**src/rtl/gbd_pkg.sv**
```systemverilog
// Shared widths, codes, control word and microcode table of the Goertzel bin detector.
package gbd_pkg;

  // Field and state widths
  localparam int SAMPLE_BITS    = 16;
  localparam int STATE_BITS     = 40;
  localparam int COEF_BITS      = 16;
  localparam int COEF_FRAC_BITS = 14;
  localparam int LEN_BITS       = 13;
  localparam int MAX_FRAME      = 4096;
  localparam int MAG_BITS       = 40;

  // Configuration port
  localparam int CFG_IDX_BITS  = 2;
  localparam int CFG_DATA_BITS = 16;
  localparam logic [CFG_IDX_BITS-1:0] REG_COS = 2'd0;
  localparam logic [CFG_IDX_BITS-1:0] REG_SIN = 2'd1;
  localparam logic [CFG_IDX_BITS-1:0] REG_LEN = 2'd2;

  localparam logic signed [COEF_BITS-1:0] COS_RESET = 16'sd15986;
  localparam logic signed [COEF_BITS-1:0] SIN_RESET = 16'sd3590;
  localparam logic [LEN_BITS-1:0]         LEN_RESET = 13'd256;

  // Shared multiplier: squares are split into a low and a high half of the operand
  localparam int HALF_BITS  = STATE_BITS / 2;
  localparam int HI_BITS    = STATE_BITS - HALF_BITS;
  localparam int MUL_A_BITS = STATE_BITS + 1;
  localparam int MUL_B_BITS = HI_BITS + 1;
  localparam int PROD_BITS  = MUL_A_BITS + MUL_B_BITS;
  localparam int SQ_BITS    = STATE_BITS + HI_BITS;
  localparam int WIDE_BITS  = PROD_BITS + 2;

  // Square root unit
  localparam int ACC_BITS   = 2 * STATE_BITS;
  localparam int ROOT_BITS  = STATE_BITS;
  localparam int REM_BITS   = ROOT_BITS + 2;
  localparam int TRIAL_BITS = REM_BITS + 2;
  localparam int SQRT_ITERS = ROOT_BITS;
  localparam int LOOP_BITS  = $clog2(SQRT_ITERS);

  typedef logic signed [STATE_BITS-1:0] state_t;

  localparam logic signed [WIDE_BITS-1:0] SAT_HI =
    {{(WIDE_BITS-STATE_BITS+1){1'b0}}, {(STATE_BITS-1){1'b1}}};
  localparam logic signed [WIDE_BITS-1:0] SAT_LO = ~SAT_HI;

  // Datapath operations
  localparam int OP_BITS = 4;
  localparam logic [OP_BITS-1:0] OP_NOP       = 4'd0;
  localparam logic [OP_BITS-1:0] OP_NEW_S     = 4'd1;
  localparam logic [OP_BITS-1:0] OP_SHIFT     = 4'd2;
  localparam logic [OP_BITS-1:0] OP_RE        = 4'd3;
  localparam logic [OP_BITS-1:0] OP_IM        = 4'd4;
  localparam logic [OP_BITS-1:0] OP_ACC_LOAD  = 4'd5;
  localparam logic [OP_BITS-1:0] OP_ACC_ADDHI = 4'd6;
  localparam logic [OP_BITS-1:0] OP_ACC_ADD   = 4'd7;
  localparam logic [OP_BITS-1:0] OP_ACC_LAST  = 4'd8;
  localparam logic [OP_BITS-1:0] OP_SQRT      = 4'd9;
  localparam logic [OP_BITS-1:0] OP_FINISH    = 4'd10;
  localparam logic [OP_BITS-1:0] OP_EMIT      = 4'd11;

  // Multiplier operand selection
  localparam int MS_BITS = 3;
  localparam logic [MS_BITS-1:0] MS_S1_COS = 3'd0;
  localparam logic [MS_BITS-1:0] MS_SN_COS = 3'd1;
  localparam logic [MS_BITS-1:0] MS_SN_SIN = 3'd2;
  localparam logic [MS_BITS-1:0] MS_RE_LO  = 3'd3;
  localparam logic [MS_BITS-1:0] MS_RE_HI  = 3'd4;
  localparam logic [MS_BITS-1:0] MS_IM_LO  = 3'd5;
  localparam logic [MS_BITS-1:0] MS_IM_HI  = 3'd6;

  // Jump conditions
  localparam int JC_BITS = 3;
  localparam logic [JC_BITS-1:0] JC_NEVER   = 3'd0;
  localparam logic [JC_BITS-1:0] JC_ALWAYS  = 3'd1;
  localparam logic [JC_BITS-1:0] JC_IDLE    = 3'd2;
  localparam logic [JC_BITS-1:0] JC_NOT_END = 3'd3;
  localparam logic [JC_BITS-1:0] JC_LOOP    = 3'd4;
  localparam logic [JC_BITS-1:0] JC_BUSY    = 3'd5;

  // Program steps
  localparam int STEP_BITS = 4;
  localparam logic [STEP_BITS-1:0] ST_IDLE    = 4'd0;
  localparam logic [STEP_BITS-1:0] ST_MUL_S1  = 4'd1;
  localparam logic [STEP_BITS-1:0] ST_NEW_S   = 4'd2;
  localparam logic [STEP_BITS-1:0] ST_BRANCH  = 4'd3;
  localparam logic [STEP_BITS-1:0] ST_RE      = 4'd4;
  localparam logic [STEP_BITS-1:0] ST_IM      = 4'd5;
  localparam logic [STEP_BITS-1:0] ST_SQ_RE0  = 4'd6;
  localparam logic [STEP_BITS-1:0] ST_SQ_RE1  = 4'd7;
  localparam logic [STEP_BITS-1:0] ST_SQ_IM0  = 4'd8;
  localparam logic [STEP_BITS-1:0] ST_SQ_IM1  = 4'd9;
  localparam logic [STEP_BITS-1:0] ST_SQRT    = 4'd10;
  localparam logic [STEP_BITS-1:0] ST_FINISH  = 4'd11;
  localparam logic [STEP_BITS-1:0] ST_EMIT    = 4'd12;
  localparam logic [STEP_BITS-1:0] ST_RETURN  = 4'd13;

  typedef struct packed {
    logic [OP_BITS-1:0]   op;
    logic [MS_BITS-1:0]   mul_sel;
    logic [JC_BITS-1:0]   cond;
    logic [STEP_BITS-1:0] target;
    logic                 loop_load;
  } ctrl_word_t;

  typedef struct packed {
    logic item_in;
    logic frame_end;
    logic out_busy;
  } seq_status_t;

  // Saturate a wide signed value to the resonator range
  function automatic state_t sat_state(input logic signed [WIDE_BITS-1:0] v);
    state_t r;
    if (v > SAT_HI) r = SAT_HI[STATE_BITS-1:0];
    else if (v < SAT_LO) r = SAT_LO[STATE_BITS-1:0];
    else r = v[STATE_BITS-1:0];
    return r;
  endfunction

  function automatic logic [STATE_BITS-1:0] abs_state(input state_t v);
    logic [STATE_BITS-1:0] r;
    r = v[STATE_BITS-1] ? STATE_BITS'(-v) : STATE_BITS'(v);
    return r;
  endfunction

  // Microcode: one control word per step
  function automatic ctrl_word_t ucode_rom(input logic [STEP_BITS-1:0] step);
    ctrl_word_t cw;
    unique case (step)
      ST_IDLE:   cw = '{op: OP_NOP,       mul_sel: MS_S1_COS, cond: JC_IDLE,
                        target: ST_IDLE,   loop_load: 1'b0};
      ST_MUL_S1: cw = '{op: OP_NOP,       mul_sel: MS_S1_COS, cond: JC_NEVER,
                        target: ST_IDLE,   loop_load: 1'b0};
      ST_NEW_S:  cw = '{op: OP_NEW_S,     mul_sel: MS_S1_COS, cond: JC_NEVER,
                        target: ST_IDLE,   loop_load: 1'b0};
      ST_BRANCH: cw = '{op: OP_SHIFT,     mul_sel: MS_SN_COS, cond: JC_NOT_END,
                        target: ST_EMIT,   loop_load: 1'b0};
      ST_RE:     cw = '{op: OP_RE,        mul_sel: MS_SN_SIN, cond: JC_NEVER,
                        target: ST_IDLE,   loop_load: 1'b0};
      ST_IM:     cw = '{op: OP_IM,        mul_sel: MS_RE_LO,  cond: JC_NEVER,
                        target: ST_IDLE,   loop_load: 1'b0};
      ST_SQ_RE0: cw = '{op: OP_ACC_LOAD,  mul_sel: MS_RE_HI,  cond: JC_NEVER,
                        target: ST_IDLE,   loop_load: 1'b0};
      ST_SQ_RE1: cw = '{op: OP_ACC_ADDHI, mul_sel: MS_IM_LO,  cond: JC_NEVER,
                        target: ST_IDLE,   loop_load: 1'b0};
      ST_SQ_IM0: cw = '{op: OP_ACC_ADD,   mul_sel: MS_IM_HI,  cond: JC_NEVER,
                        target: ST_IDLE,   loop_load: 1'b0};
      ST_SQ_IM1: cw = '{op: OP_ACC_LAST,  mul_sel: MS_S1_COS, cond: JC_NEVER,
                        target: ST_IDLE,   loop_load: 1'b1};
      ST_SQRT:   cw = '{op: OP_SQRT,      mul_sel: MS_S1_COS, cond: JC_LOOP,
                        target: ST_SQRT,   loop_load: 1'b0};
      ST_FINISH: cw = '{op: OP_FINISH,    mul_sel: MS_S1_COS, cond: JC_NEVER,
                        target: ST_IDLE,   loop_load: 1'b0};
      ST_EMIT:   cw = '{op: OP_EMIT,      mul_sel: MS_S1_COS, cond: JC_BUSY,
                        target: ST_EMIT,   loop_load: 1'b0};
      ST_RETURN: cw = '{op: OP_NOP,       mul_sel: MS_S1_COS, cond: JC_ALWAYS,
                        target: ST_IDLE,   loop_load: 1'b0};
      default:   cw = '{op: OP_NOP,       mul_sel: MS_S1_COS, cond: JC_ALWAYS,
                        target: ST_IDLE,   loop_load: 1'b0};
    endcase
    return cw;
  endfunction

endpackage

```
**src/rtl/gbd_channels.sv**
```systemverilog
// Valid/ready channel interfaces for samples, results and configuration writes.
interface gbd_sample_if;
  import gbd_pkg::*;
  logic                          valid;
  logic                          ready;
  logic signed [SAMPLE_BITS-1:0] sample;
  modport source (output valid, output sample, input ready);
  modport sink (input valid, input sample, output ready);
endinterface

interface gbd_result_if;
  import gbd_pkg::*;
  logic                         valid;
  logic                         ready;
  logic signed [STATE_BITS-1:0] resonator_out;
  logic                         frame_end;
  logic [MAG_BITS-1:0]          bin_magnitude;
  modport source (output valid, output resonator_out, output frame_end,
                  output bin_magnitude, input ready);
  modport sink (input valid, input resonator_out, input frame_end,
                input bin_magnitude, output ready);
endinterface

interface gbd_cfg_if;
  import gbd_pkg::*;
  logic                     valid;
  logic                     ready;
  logic [CFG_IDX_BITS-1:0]  index;
  logic [CFG_DATA_BITS-1:0] data;
  modport source (output valid, output index, output data, input ready);
  modport sink (input valid, input index, input data, output ready);
endinterface

```
**src/rtl/gbd_sequencer.sv**
```systemverilog
// Microcode sequencer: step counter, control table lookup, conditional jumps and loop count.
module gbd_sequencer (
  input  logic                 clk,
  input  logic                 rst,
  input  gbd_pkg::seq_status_t status,
  output gbd_pkg::ctrl_word_t  ctrl,
  output logic                 idle
);
  import gbd_pkg::*;

  logic [STEP_BITS-1:0] step;
  logic [STEP_BITS-1:0] step_next;
  logic [LOOP_BITS-1:0] loop;
  logic                 take;

  // Fetch the control word of the current step
  assign ctrl = ucode_rom(step);
  assign idle = (step == ST_IDLE);

  // Evaluate the jump condition
  always_comb begin
    unique case (ctrl.cond)
      JC_NEVER:   take = 1'b0;
      JC_ALWAYS:  take = 1'b1;
      JC_IDLE:    take = !status.item_in;
      JC_NOT_END: take = !status.frame_end;
      JC_LOOP:    take = (loop != '0);
      JC_BUSY:    take = status.out_busy;
      default:    take = 1'b1;
    endcase
    step_next = take ? ctrl.target : step + 1'b1;
  end

  // Advance step and loop counters
  always_ff @(posedge clk) begin
    if (rst) begin
      step <= ST_IDLE;
      loop <= '0;
    end else begin
      step <= step_next;
      if (ctrl.loop_load) begin
        loop <= LOOP_BITS'(SQRT_ITERS - 1);
      end else if (ctrl.cond == JC_LOOP && loop != '0) begin
        loop <= loop - 1'b1;
      end
    end
  end

endmodule

```
**src/rtl/gbd_datapath.sv**
```systemverilog
// Datapath: resonator state, shared multiplier, sum of squares and bit-pair square root.
module gbd_datapath (
  input  logic                                  clk,
  input  logic                                  rst,
  input  gbd_pkg::ctrl_word_t                   ctrl,
  input  logic                                  item_in,
  input  logic signed [gbd_pkg::SAMPLE_BITS-1:0] sample,
  input  logic signed [gbd_pkg::COEF_BITS-1:0]   cos_coef,
  input  logic signed [gbd_pkg::COEF_BITS-1:0]   sin_coef,
  input  logic [gbd_pkg::LEN_BITS-1:0]           frame_length,
  output gbd_pkg::state_t                       s_new,
  output logic                                  frame_end,
  output logic [gbd_pkg::MAG_BITS-1:0]          held_mag
);
  import gbd_pkg::*;

  state_t                         s1;
  state_t                         s2;
  logic [LEN_BITS-1:0]            count;
  logic signed [SAMPLE_BITS-1:0]  x;
  logic signed [PROD_BITS-1:0]    prod;
  logic [STATE_BITS-1:0]          re_abs;
  logic [STATE_BITS-1:0]          im_abs;
  logic [ACC_BITS-1:0]            acc;
  logic [REM_BITS-1:0]            rem;
  logic [ROOT_BITS-1:0]           root;

  logic signed [MUL_A_BITS-1:0]   mul_a;
  logic signed [MUL_B_BITS-1:0]   mul_b;
  logic signed [WIDE_BITS-1:0]    prod_w;
  logic signed [WIDE_BITS-1:0]    new_sum;
  logic signed [WIDE_BITS-1:0]    re_sum;
  logic signed [WIDE_BITS-1:0]    im_sum;
  logic [ACC_BITS-1:0]            sq;
  logic [LEN_BITS-1:0]            len_eff;
  logic [LEN_BITS:0]              cnt_inc;
  logic                           end_hit;
  logic [TRIAL_BITS-1:0]          rem_t;
  logic [TRIAL_BITS-1:0]          trial;
  logic                           fits;

  // Pick multiplier operands
  always_comb begin
    unique case (ctrl.mul_sel)
      MS_S1_COS: begin
        mul_a = MUL_A_BITS'(s1);
        mul_b = MUL_B_BITS'(cos_coef);
      end
      MS_SN_COS: begin
        mul_a = MUL_A_BITS'(s_new);
        mul_b = MUL_B_BITS'(cos_coef);
      end
      MS_SN_SIN: begin
        mul_a = MUL_A_BITS'(s_new);
        mul_b = MUL_B_BITS'(sin_coef);
      end
      MS_RE_LO: begin
        mul_a = signed'({1'b0, re_abs});
        mul_b = signed'(MUL_B_BITS'(re_abs[HALF_BITS-1:0]));
      end
      MS_RE_HI: begin
        mul_a = signed'({1'b0, re_abs});
        mul_b = signed'({1'b0, re_abs[STATE_BITS-1:HALF_BITS]});
      end
      MS_IM_LO: begin
        mul_a = signed'({1'b0, im_abs});
        mul_b = signed'(MUL_B_BITS'(im_abs[HALF_BITS-1:0]));
      end
      MS_IM_HI: begin
        mul_a = signed'({1'b0, im_abs});
        mul_b = signed'({1'b0, im_abs[STATE_BITS-1:HALF_BITS]});
      end
      default: begin
        mul_a = '0;
        mul_b = '0;
      end
    endcase
  end

  // Resonator sums, frame counting and square root trial
  always_comb begin
    prod_w  = WIDE_BITS'(prod);
    new_sum = (prod_w >>> (COEF_FRAC_BITS - 1)) + WIDE_BITS'(x) - WIDE_BITS'(s2);
    re_sum  = (prod_w >>> COEF_FRAC_BITS) - WIDE_BITS'(s1);
    im_sum  = prod_w >>> COEF_FRAC_BITS;
    sq      = ACC_BITS'(prod[SQ_BITS-1:0]);

    if (frame_length == '0) len_eff = LEN_BITS'(1);
    else if (frame_length > LEN_BITS'(MAX_FRAME)) len_eff = LEN_BITS'(MAX_FRAME);
    else len_eff = frame_length;
    cnt_inc = {1'b0, count} + 1'b1;
    end_hit = (cnt_inc >= {1'b0, len_eff});

    rem_t = {rem, acc[ACC_BITS-1 -: 2]};
    trial = TRIAL_BITS'({root, 2'b01});
    fits  = (rem_t >= trial);
  end

  // Multiply and latch the sample on acceptance
  always_ff @(posedge clk) begin
    prod <= PROD_BITS'(mul_a * mul_b);
    if (item_in) begin
      x <= sample;
    end
  end

  // Execute the operation of the current step
  always_ff @(posedge clk) begin
    if (rst) begin
      s1        <= '0;
      s2        <= '0;
      count     <= '0;
      held_mag  <= '0;
      frame_end <= 1'b0;
    end else begin
      unique case (ctrl.op)
        OP_NEW_S: begin
          s_new     <= sat_state(new_sum);
          frame_end <= end_hit;
          count     <= end_hit ? '0 : cnt_inc[LEN_BITS-1:0];
        end
        OP_SHIFT: begin
          if (!frame_end) begin
            s2 <= s1;
            s1 <= s_new;
          end
        end
        OP_RE:        re_abs <= abs_state(sat_state(re_sum));
        OP_IM:        im_abs <= abs_state(sat_state(im_sum));
        OP_ACC_LOAD:  acc <= sq;
        OP_ACC_ADDHI: acc <= acc + (sq << HALF_BITS);
        OP_ACC_ADD:   acc <= acc + sq;
        OP_ACC_LAST: begin
          acc  <= acc + (sq << HALF_BITS);
          rem  <= '0;
          root <= '0;
        end
        OP_SQRT: begin
          acc <= acc << 2;
          if (fits) begin
            rem  <= REM_BITS'(rem_t - trial);
            root <= {root[ROOT_BITS-2:0], 1'b1};
          end else begin
            rem  <= REM_BITS'(rem_t);
            root <= {root[ROOT_BITS-2:0], 1'b0};
          end
        end
        OP_FINISH: begin
          held_mag <= MAG_BITS'(root);
          s1       <= '0;
          s2       <= '0;
        end
        OP_NOP, OP_EMIT: begin
        end
        default: begin
        end
      endcase
    end
  end

endmodule

```
**src/rtl/goertzel_bin_detector.sv**
```systemverilog
// A sample that does not end a frame passes the steps MUL_S1, NEW_S, BRANCH, EMIT and RETURN;
// no new sample is taken until the program is back at IDLE; EMIT waits while a beat is untaken.
// A frame-ending sample also passes RE, IM, the four squaring steps and the square root loop
// of 40 bit-pair steps before FINISH, EMIT and RETURN, and no new sample is taken meanwhile.
// Reset (synchronous, active high) clears resonator state, sample count, held magnitude and
// the output valid flag, and loads cos_coef 15986, sin_coef 3590, frame_length 256.
module goertzel_bin_detector (
  input logic   clk,
  input logic   rst,
  gbd_sample_if.sink   audio,
  gbd_result_if.source result,
  gbd_cfg_if.sink      cfg
);
  import gbd_pkg::*;

  logic signed [COEF_BITS-1:0] cos_coef;
  logic signed [COEF_BITS-1:0] sin_coef;
  logic [LEN_BITS-1:0]         frame_length;

  ctrl_word_t          ctrl;
  seq_status_t         status;
  logic                idle;
  logic                item_in;
  logic                emit;
  state_t              s_new;
  logic                frame_end;
  logic [MAG_BITS-1:0] held_mag;

  // Input handshake: take a sample whenever the program rests at its first step
  assign audio.ready = idle;
  assign item_in     = audio.valid && audio.ready;

  assign status.item_in   = item_in;
  assign status.frame_end = frame_end;
  assign status.out_busy  = result.valid && !result.ready;
  assign emit             = (ctrl.op == OP_EMIT) && !status.out_busy;

  // Configuration registers
  assign cfg.ready = 1'b1;

  always_ff @(posedge clk) begin
    if (rst) begin
      cos_coef     <= COS_RESET;
      sin_coef     <= SIN_RESET;
      frame_length <= LEN_RESET;
    end else if (cfg.valid && cfg.ready) begin
      unique case (cfg.index)
        REG_COS: cos_coef     <= signed'(cfg.data[COEF_BITS-1:0]);
        REG_SIN: sin_coef     <= signed'(cfg.data[COEF_BITS-1:0]);
        REG_LEN: frame_length <= cfg.data[LEN_BITS-1:0];
        default: begin
        end
      endcase
    end
  end

  gbd_sequencer u_seq (
    .clk    (clk),
    .rst    (rst),
    .status (status),
    .ctrl   (ctrl),
    .idle   (idle)
  );

  gbd_datapath u_dp (
    .clk          (clk),
    .rst          (rst),
    .ctrl         (ctrl),
    .item_in      (item_in),
    .sample       (audio.sample),
    .cos_coef     (cos_coef),
    .sin_coef     (sin_coef),
    .frame_length (frame_length),
    .s_new        (s_new),
    .frame_end    (frame_end),
    .held_mag     (held_mag)
  );

  // Output register: load a beat on emit, drop valid once taken
  always_ff @(posedge clk) begin
    if (rst) begin
      result.valid <= 1'b0;
    end else if (emit) begin
      result.valid <= 1'b1;
    end else if (result.ready) begin
      result.valid <= 1'b0;
    end
  end

  always_ff @(posedge clk) begin
    if (emit) begin
      result.resonator_out <= s_new;
      result.frame_end     <= frame_end;
      result.bin_magnitude <= held_mag;
    end
  end

endmodule
```
**src/flat_wrapper.sv**
```systemverilog
// flat-port wrapper written by rule: the top's interface ports become plain ports
module goertzel_bin_detector_flat import gbd_pkg::*;
  (clk, rst, audio_valid, audio_sample, audio_ready, result_valid, result_resonator_out, result_frame_end, result_bin_magnitude, result_ready, cfg_valid, cfg_index, cfg_data, cfg_ready);
  gbd_sample_if audio_i ();
  gbd_result_if result_i ();
  gbd_cfg_if cfg_i ();
  input logic clk;
  input logic rst;
  input wire logic [$bits(audio_i.valid)-1:0] audio_valid;
  input wire logic [$bits(audio_i.sample)-1:0] audio_sample;
  output wire logic [$bits(audio_i.ready)-1:0] audio_ready;
  output wire logic [$bits(result_i.valid)-1:0] result_valid;
  output wire logic [$bits(result_i.resonator_out)-1:0] result_resonator_out;
  output wire logic [$bits(result_i.frame_end)-1:0] result_frame_end;
  output wire logic [$bits(result_i.bin_magnitude)-1:0] result_bin_magnitude;
  input wire logic [$bits(result_i.ready)-1:0] result_ready;
  input wire logic [$bits(cfg_i.valid)-1:0] cfg_valid;
  input wire logic [$bits(cfg_i.index)-1:0] cfg_index;
  input wire logic [$bits(cfg_i.data)-1:0] cfg_data;
  output wire logic [$bits(cfg_i.ready)-1:0] cfg_ready;
  assign audio_i.valid = audio_valid;
  assign audio_i.sample = audio_sample;
  assign audio_ready = audio_i.ready;
  assign result_valid = result_i.valid;
  assign result_resonator_out = result_i.resonator_out;
  assign result_frame_end = result_i.frame_end;
  assign result_bin_magnitude = result_i.bin_magnitude;
  assign result_i.ready = result_ready;
  assign cfg_i.valid = cfg_valid;
  assign cfg_i.index = cfg_index;
  assign cfg_i.data = cfg_data;
  assign cfg_ready = cfg_i.ready;
  goertzel_bin_detector u_core (.clk(clk), .rst(rst), .audio(audio_i), .result(result_i), .cfg(cfg_i));
endmodule
```
**config.mk**
```make
export PLATFORM = sky130hd
export DESIGN_NAME = goertzel_bin_detector_flat
export DESIGN_NICKNAME = d
export VERILOG_FILES = /design/src/rtl/gbd_pkg.sv /design/src/rtl/gbd_channels.sv /design/src/rtl/gbd_sequencer.sv /design/src/rtl/gbd_datapath.sv /design/src/rtl/goertzel_bin_detector.sv /design/src/flat_wrapper.sv
export SDC_FILE = /design/constraint.sdc
export NUM_CORES = 2
export LEC_CHECK = 0
export BUFFER_PORTS_ARGS = -buffer_cell sky130_fd_sc_hd__buf_2
export CORE_MARGIN = 1
export CORE_UTILIZATION = 40
export DETAILED_ROUTE_END_ITERATION = 16
export SLEW_MARGIN = 15
export SYNTH_ARGS = -nofsm -noshare
export SYNTH_HDL_FRONTEND = slang
export SYNTH_HIERARCHICAL = 1
export SYNTH_SLANG_ARGS = --single-unit
```
**constraint.sdc**
```tcl
create_clock -name clk -period 11.8 [get_ports clk]
set_input_delay 1.18 -clock clk [delete_from_list [all_inputs] [get_ports clk]]
set_output_delay 1.18 -clock clk [all_outputs]
set_load 0.02 [all_outputs]
```
======== Yosys cells after proc, flatten, opt, wreduce, memory -nomap -nowiden ========
Memories as Yosys holds them, arrays and structs flattened. A register that Yosys moved wholly into a read port is not among the register bits.
Index checks and enable logic that the tools add are counted.
word-level totals
  output and inout bits ................... 84
  ROM bits ................................ 224
  memories ................................ 1
  flip-flop bits (word level) ............. 631
memory list
  memory            depth  width  rd ports  clocked after memory_dff  wr ports  line            text
  (name not given)  16     14     1         1                         0         gbd_pkg.sv:130  unique case (step)
cells by class
  mux-type cells .......................... 32
  reduce and logical (&&, ||, !) cells .... 34
  bitwise operators ....................... 1
  multiply operators ...................... 1
  equal/unequal tests ..................... 24
  magnitude comparators ................... 9
  $add $sub $neg .......................... 11
operator list
  kind                                                                             count
  40-bit two-way mux                                                               11
  80-bit one-hot mux with 4 select lines                                           1
  40-bit one-hot mux with 2 select lines                                           3
  41-bit one-hot mux with 4 select lines                                           1
  21-bit one-hot mux with 6 select lines                                           1
  42-bit one-hot mux with 2 select lines                                           1
  80-bit by 60-bit adder with 80-bit output                                        1
  80-bit adder                                                                     1
  40-bit negator                                                                   2
  39-bit two-way mux                                                               2
  41-bit by 21-bit multiplier with 62-bit output                                   1
  51-bit by 40-bit > comparator with 1-bit output (second input constant)          1
  51-bit by 40-bit less-than comparator with 1-bit output (second input constant)  1
  50-bit by 40-bit subtractor with 51-bit output                                   1
  49-bit by 16-bit adder with 50-bit output                                        1
  49-bit by 40-bit > comparator with 1-bit output (second input constant)          1
  49-bit by 40-bit less-than comparator with 1-bit output (second input constant)  1
  48-bit by 40-bit subtractor with 49-bit output                                   1
  48-bit by 40-bit > comparator with 1-bit output (second input constant)          1
  48-bit by 40-bit less-than comparator with 1-bit output (second input constant)  1
  44-bit by 42-bit >= comparator with 1-bit output                                 1
  42-bit two-way mux                                                               1
  42-bit subtractor                                                                1
  13-bit two-way mux                                                               3
  31 further kinds                                                                 72

======== Longest topological paths before layout ========
  word-level depth ........................ 8
  depth in mapped cells ................... 36
  mapped depth without buffers ............ 33

======== Modules after synthesis ========
Netlist, hierarchy kept.
by module, submodules not included
  module                 area an instance (um^2)  cells an instance  times used
  gbd_datapath           68823.5                  8175               1
  goertzel_bin_detector  4362.9                   272                1
  gbd_sequencer          1281.2                   147                1

======== Least setup slack after synthesis ========
OpenSTA, ideal clock, no wires.
  kind .................................... input -> register
  start point ............................. input rst
  end point ............................... register u_core.u_dp.rem[0], enable pin
  stages .................................. 3
  required time ........................... 11.047 ns
  data arrival time ....................... 9.945 ns
  path slack .............................. 1.102 ns
  cell sequence ........................... clkbuf_1 > clkbuf_1 > nor4b_1
on the way
  word-level cells in the longest chain between the ends .. 2
ends and longest elaborated chain
  item                                  line                 text
  start, declared                       flat_wrapper.sv:8    input logic rst;
  1-bit inverter (no source line)       --
  2-bit AND reduction (no source line)  --
  end signal, assigned                  gbd_datapath.sv:141  rem <= REM_BITS'(rem_t - trial);
  end signal, assigned                  gbd_datapath.sv:144  rem <= REM_BITS'(rem_t);
  end, declared                         gbd_datapath.sv:25   logic [REM_BITS-1:0] rem;
No other way between the ends.
A chain may end at the register's enable or synchronous reset.

======== Worst setup path after layout ========
  start point ............................. register, netlist name u_core/u_seq/ctrl[8]
  end point ............................... register u_core.u_dp.prod[59]
on the way
  word-level cells in the longest chain between the ends .. 4
ends and longest elaborated chain
  item                                                                                                     line                 text
  3-bit by 1-bit == test with 1-bit output (tied with other cells)                                         gbd_datapath.sv:44   unique case (ctrl.mul_sel)
  2-bit OR reduction (no source line)                                                                      --
  21-bit one-hot mux with 6 select lines / 41-bit one-hot mux with 4 select lines (equally long branches)  gbd_datapath.sv:44
  41-bit by 21-bit multiplier with 62-bit output (*)                                                       gbd_datapath.sv:101  prod <= PROD_BITS'(mul_a * mul_b);
  end signal, assigned                                                                                     gbd_datapath.sv:101
  end, declared                                                                                            gbd_datapath.sv:21   logic signed [PROD_BITS-1:0] prod;
Every way passes the cells marked *; elsewhere a longest branch is shown, timed or not.

==> results.json <==
{
  "clk-insertion-delay-late_ns": 0.68,
  "grt_pass1_vias": 61945,
  "least_margin_pin_slew_ns": 1.26,
  "min_period_over_period_pct": 96.0,
  "synthesis.instances": 8592,
  "layout_min_cycle_time_ns": 11.33,
  "port_buffers": 121,
  "finalHoldViolCount": 0,
  "synth.avg_cell_area_um2": 8.67,
  "crit_slowest_cell": "mux2_2",
  "finClkSkew_ns": 0.0415,
  "critical_path_required_ns": 12.42,
  "antenna_found_initial": 10,
  "place_congestion": 0.988,
  "fin_setup_tns_ns": 0,
  "total_of_cells_resized_after_clock_tree_synthesis": 0,
  "boundaryPins": 123,
  "maxClockFrequency_ghz": 0.0883,
  "min-delay-path-class": "register to register",
  "share_of_cells_above_drive_strength_1_pct": 6.28,
  "count_of_yosys_warnings_during_synthesis": 6,
  "worst_setup_path_end_kind": "register",
  "clock_tree.htree_level_count": 3,
  "drt_pass1_iterations": 10,
  "maxSlewViolCount": 0,
  "remaining_drc_errors": 0,
  "core_region_area_um2": 184000,
  "drt_iter0_markers": 6377,
  "cts.sink_count": 645,
  "grt_usage_pct": 28.1,
  "post_cts_hold_buffers": 0,
  "start_util_pct": 40.5,
  "drtAntennaViolNets": 0,
  "worst-setup-path-type": "register to register",
  "wirelength_mm": 264,
  "timing.critical_path.from_type": "register",
  "cts_setup_buffers": 0,
  "max_slew_margin_pct": 15.9,
  "core.rowCount": 157,
  "worst_setup_hold_path_clk_slew_ns": 0.07,
  "hold_end": "u_core/result.bin_magnitude[27]",
  "number_of_instances_on_the_worst_hold_path": 0,
  "cts.root.buffer_cell": "clkbuf_16",
  "clk_path_buf_depth": 3,
  "synthesis.area_um2": 74500,
  "grt_overflow": 0,
  "die_w_um": 433,
  "die_footprint_um2": 188000,
  "rsz0062_at_grt": "false",
  "fillers": 18189,
  "critical_path.top_delay_family": "adder cells",
  "slowest_delay_ns": 0.82,
  "path_common_cell": "fa_1",
  "reg2reg_slack_ns": 0.47,
  "layout-area-overhead-vs-synth_pct": 8.06,
  "floorplan.die.height_um": 433,
  "tritoncts": "built",
  "detailroute.via_count": 63140,
  "timing.rr.end": "u_core/u_dp/prod[59]",
  "drv_cap": 0,
  "min-delay-start": "u_core/u_dp/held_mag[27]",
  "pin_count_of_the_biggest_net_entering_global_routing": 85,
  "hpwl_mm": 212,
  "path_max_fanout": 41,
  "worst_r2r_path_depth": 32,
  "run_status": "finished, final reports clean",
  "critPathBufInv": 7,
  "tritoncts.num_buffers": 72,
  "grt_pass1_wl_mm": 396,
  "r2r_start": "u_core/u_seq/ctrl[8]",
  "viasPerCell": 5.71,
  "post_drt_wl_per_cell_um": 23.9,
  "setup_viol_count_final": 0,
  "num-nets-final": 9891,
  "critPathArrivalTime_ns": 11.94,
  "synth.net_count": 9954
}
==> worst max path at each step <==
stage	cells after the start	start	endpoint	slack, ns
final	32	u_core/u_seq/ctrl[8]	u_core/u_dp/prod[59]	0.47
after global routing	32	u_core/u_seq/ctrl[8]	u_core/u_dp/prod[59]	0.05
after CTS	32	u_core/u_seq/ctrl[8]	u_core/u_dp/prod[59]	0.79
after detailed placement	32	u_core/u_seq/ctrl[8]	u_core/u_dp/prod[59]	0.83
after global placement	32	u_core/u_seq/ctrl[8]	u_core/u_dp/prod[59]	0.96
after floorplan	3	rst	u_core/u_dp/rem[0]	1.10
==> metrics by stage <==
stage	setup slack (ns)	hold WS, ns	util, %	instances	cell area, um^2
after floorplan	1.10	0.408	-	8592	74500
after global placement	0.957	0.413	42.4	10919	78000
after detailed placement	0.830	0.414	42.4	10919	78000
after CTS	0.794	0.417	43.7	11053	80500
after global routing	0.0531	0.429	43.7	11053	80500
final	0.472	0.428	43.7	11057	80500
==> worst reg2reg max path: cells and delay by family (launching register included) <==
family | cells | cell delay [ns]
xor+xnor | 1 | 0.13
simple gates | 5 | 1.46
flops | 1 | 0.33
mux | 1 | 0.82
buf+inv | 7 | 0.75
fa+ha+maj | 8 | 3.99
compound gates | 10 | 3.83
==> sequential cells by signal (all words and copies together) (netlist names), 4 cells and up <==
name,count
u_core/u_dp/acc,80
u_core/u_dp/prod,62
u_core/u_dp/rem,42
u_core/result.bin_magnitude,40
u_core/result.resonator_out,40
u_core/u_dp/held_mag,40
u_core/u_dp/im_abs,40
u_core/u_dp/re_abs,40
u_core/u_dp/root,40
u_core/u_dp/s1,40
u_core/u_dp/s2,40
u_core/u_dp/s_new,40
u_core/cos_coef,16
u_core/sin_coef,16
u_core/u_dp/x,16
u_core/u_seq/ctrl,14
u_core/frame_length,13
u_core/u_dp/count,13
u_core/u_seq/loop,6
u_core/u_seq/step,4
==> per-layer routing <==
metal	part of all wire [%]	vias up	global-route usage, %
met5	0.022	-	0
met4	5.4	8	12.3
met2	44	2626	43.6
met3	7.5	574	4.34
li1	-	28419	-
met1	43	31513	38.6
==> cell usage in the layout (no fill, tap or decap), drive strengths merged, types with 32 or more instances in the layout <==
cell type  instances
nor2b             46
dfxtp            266
a21oi            576
xor2             118
or3               44
o21ai            331
inv             1352
nor3             104
nand2b           108
ha               432
nor2             600
o21a              70
nand2           1230
xnor2            186
a21o             249
and3              44
a222oi            59
nand3            119
edfxtp           379
a31oi             54
nor4              32
fa               891
a22oi             37
clkbuf           103
buf              279
nand4             78
mux2i            118
and2              84
a211oi            61
o21bai            59
==> layout make-up <==
| type | count | area (um^2) | area share (%) |
|---|---|---|---|
| Antenna cell | 4 | 10.0 | 0.0124 |
| Inverter | 1347 | 5060 | 6.28 |
| Sequential cell | 645 | 16700 | 20.8 |
| Tap cell | 2464 | 3080 | 3.83 |
| Clock buffer | 103 | 2150 | 2.67 |
| Clock inverter | 31 | 334 | 0.415 |
| Multi-Input combinational cell | 6184 | 51300 | 63.8 |
| Timing Repair Buffer | 279 | 1790 | 2.23 |
Power is not shown: default switching activity piles up to over one toggle a cycle in this logic, so the estimate is an artifact.
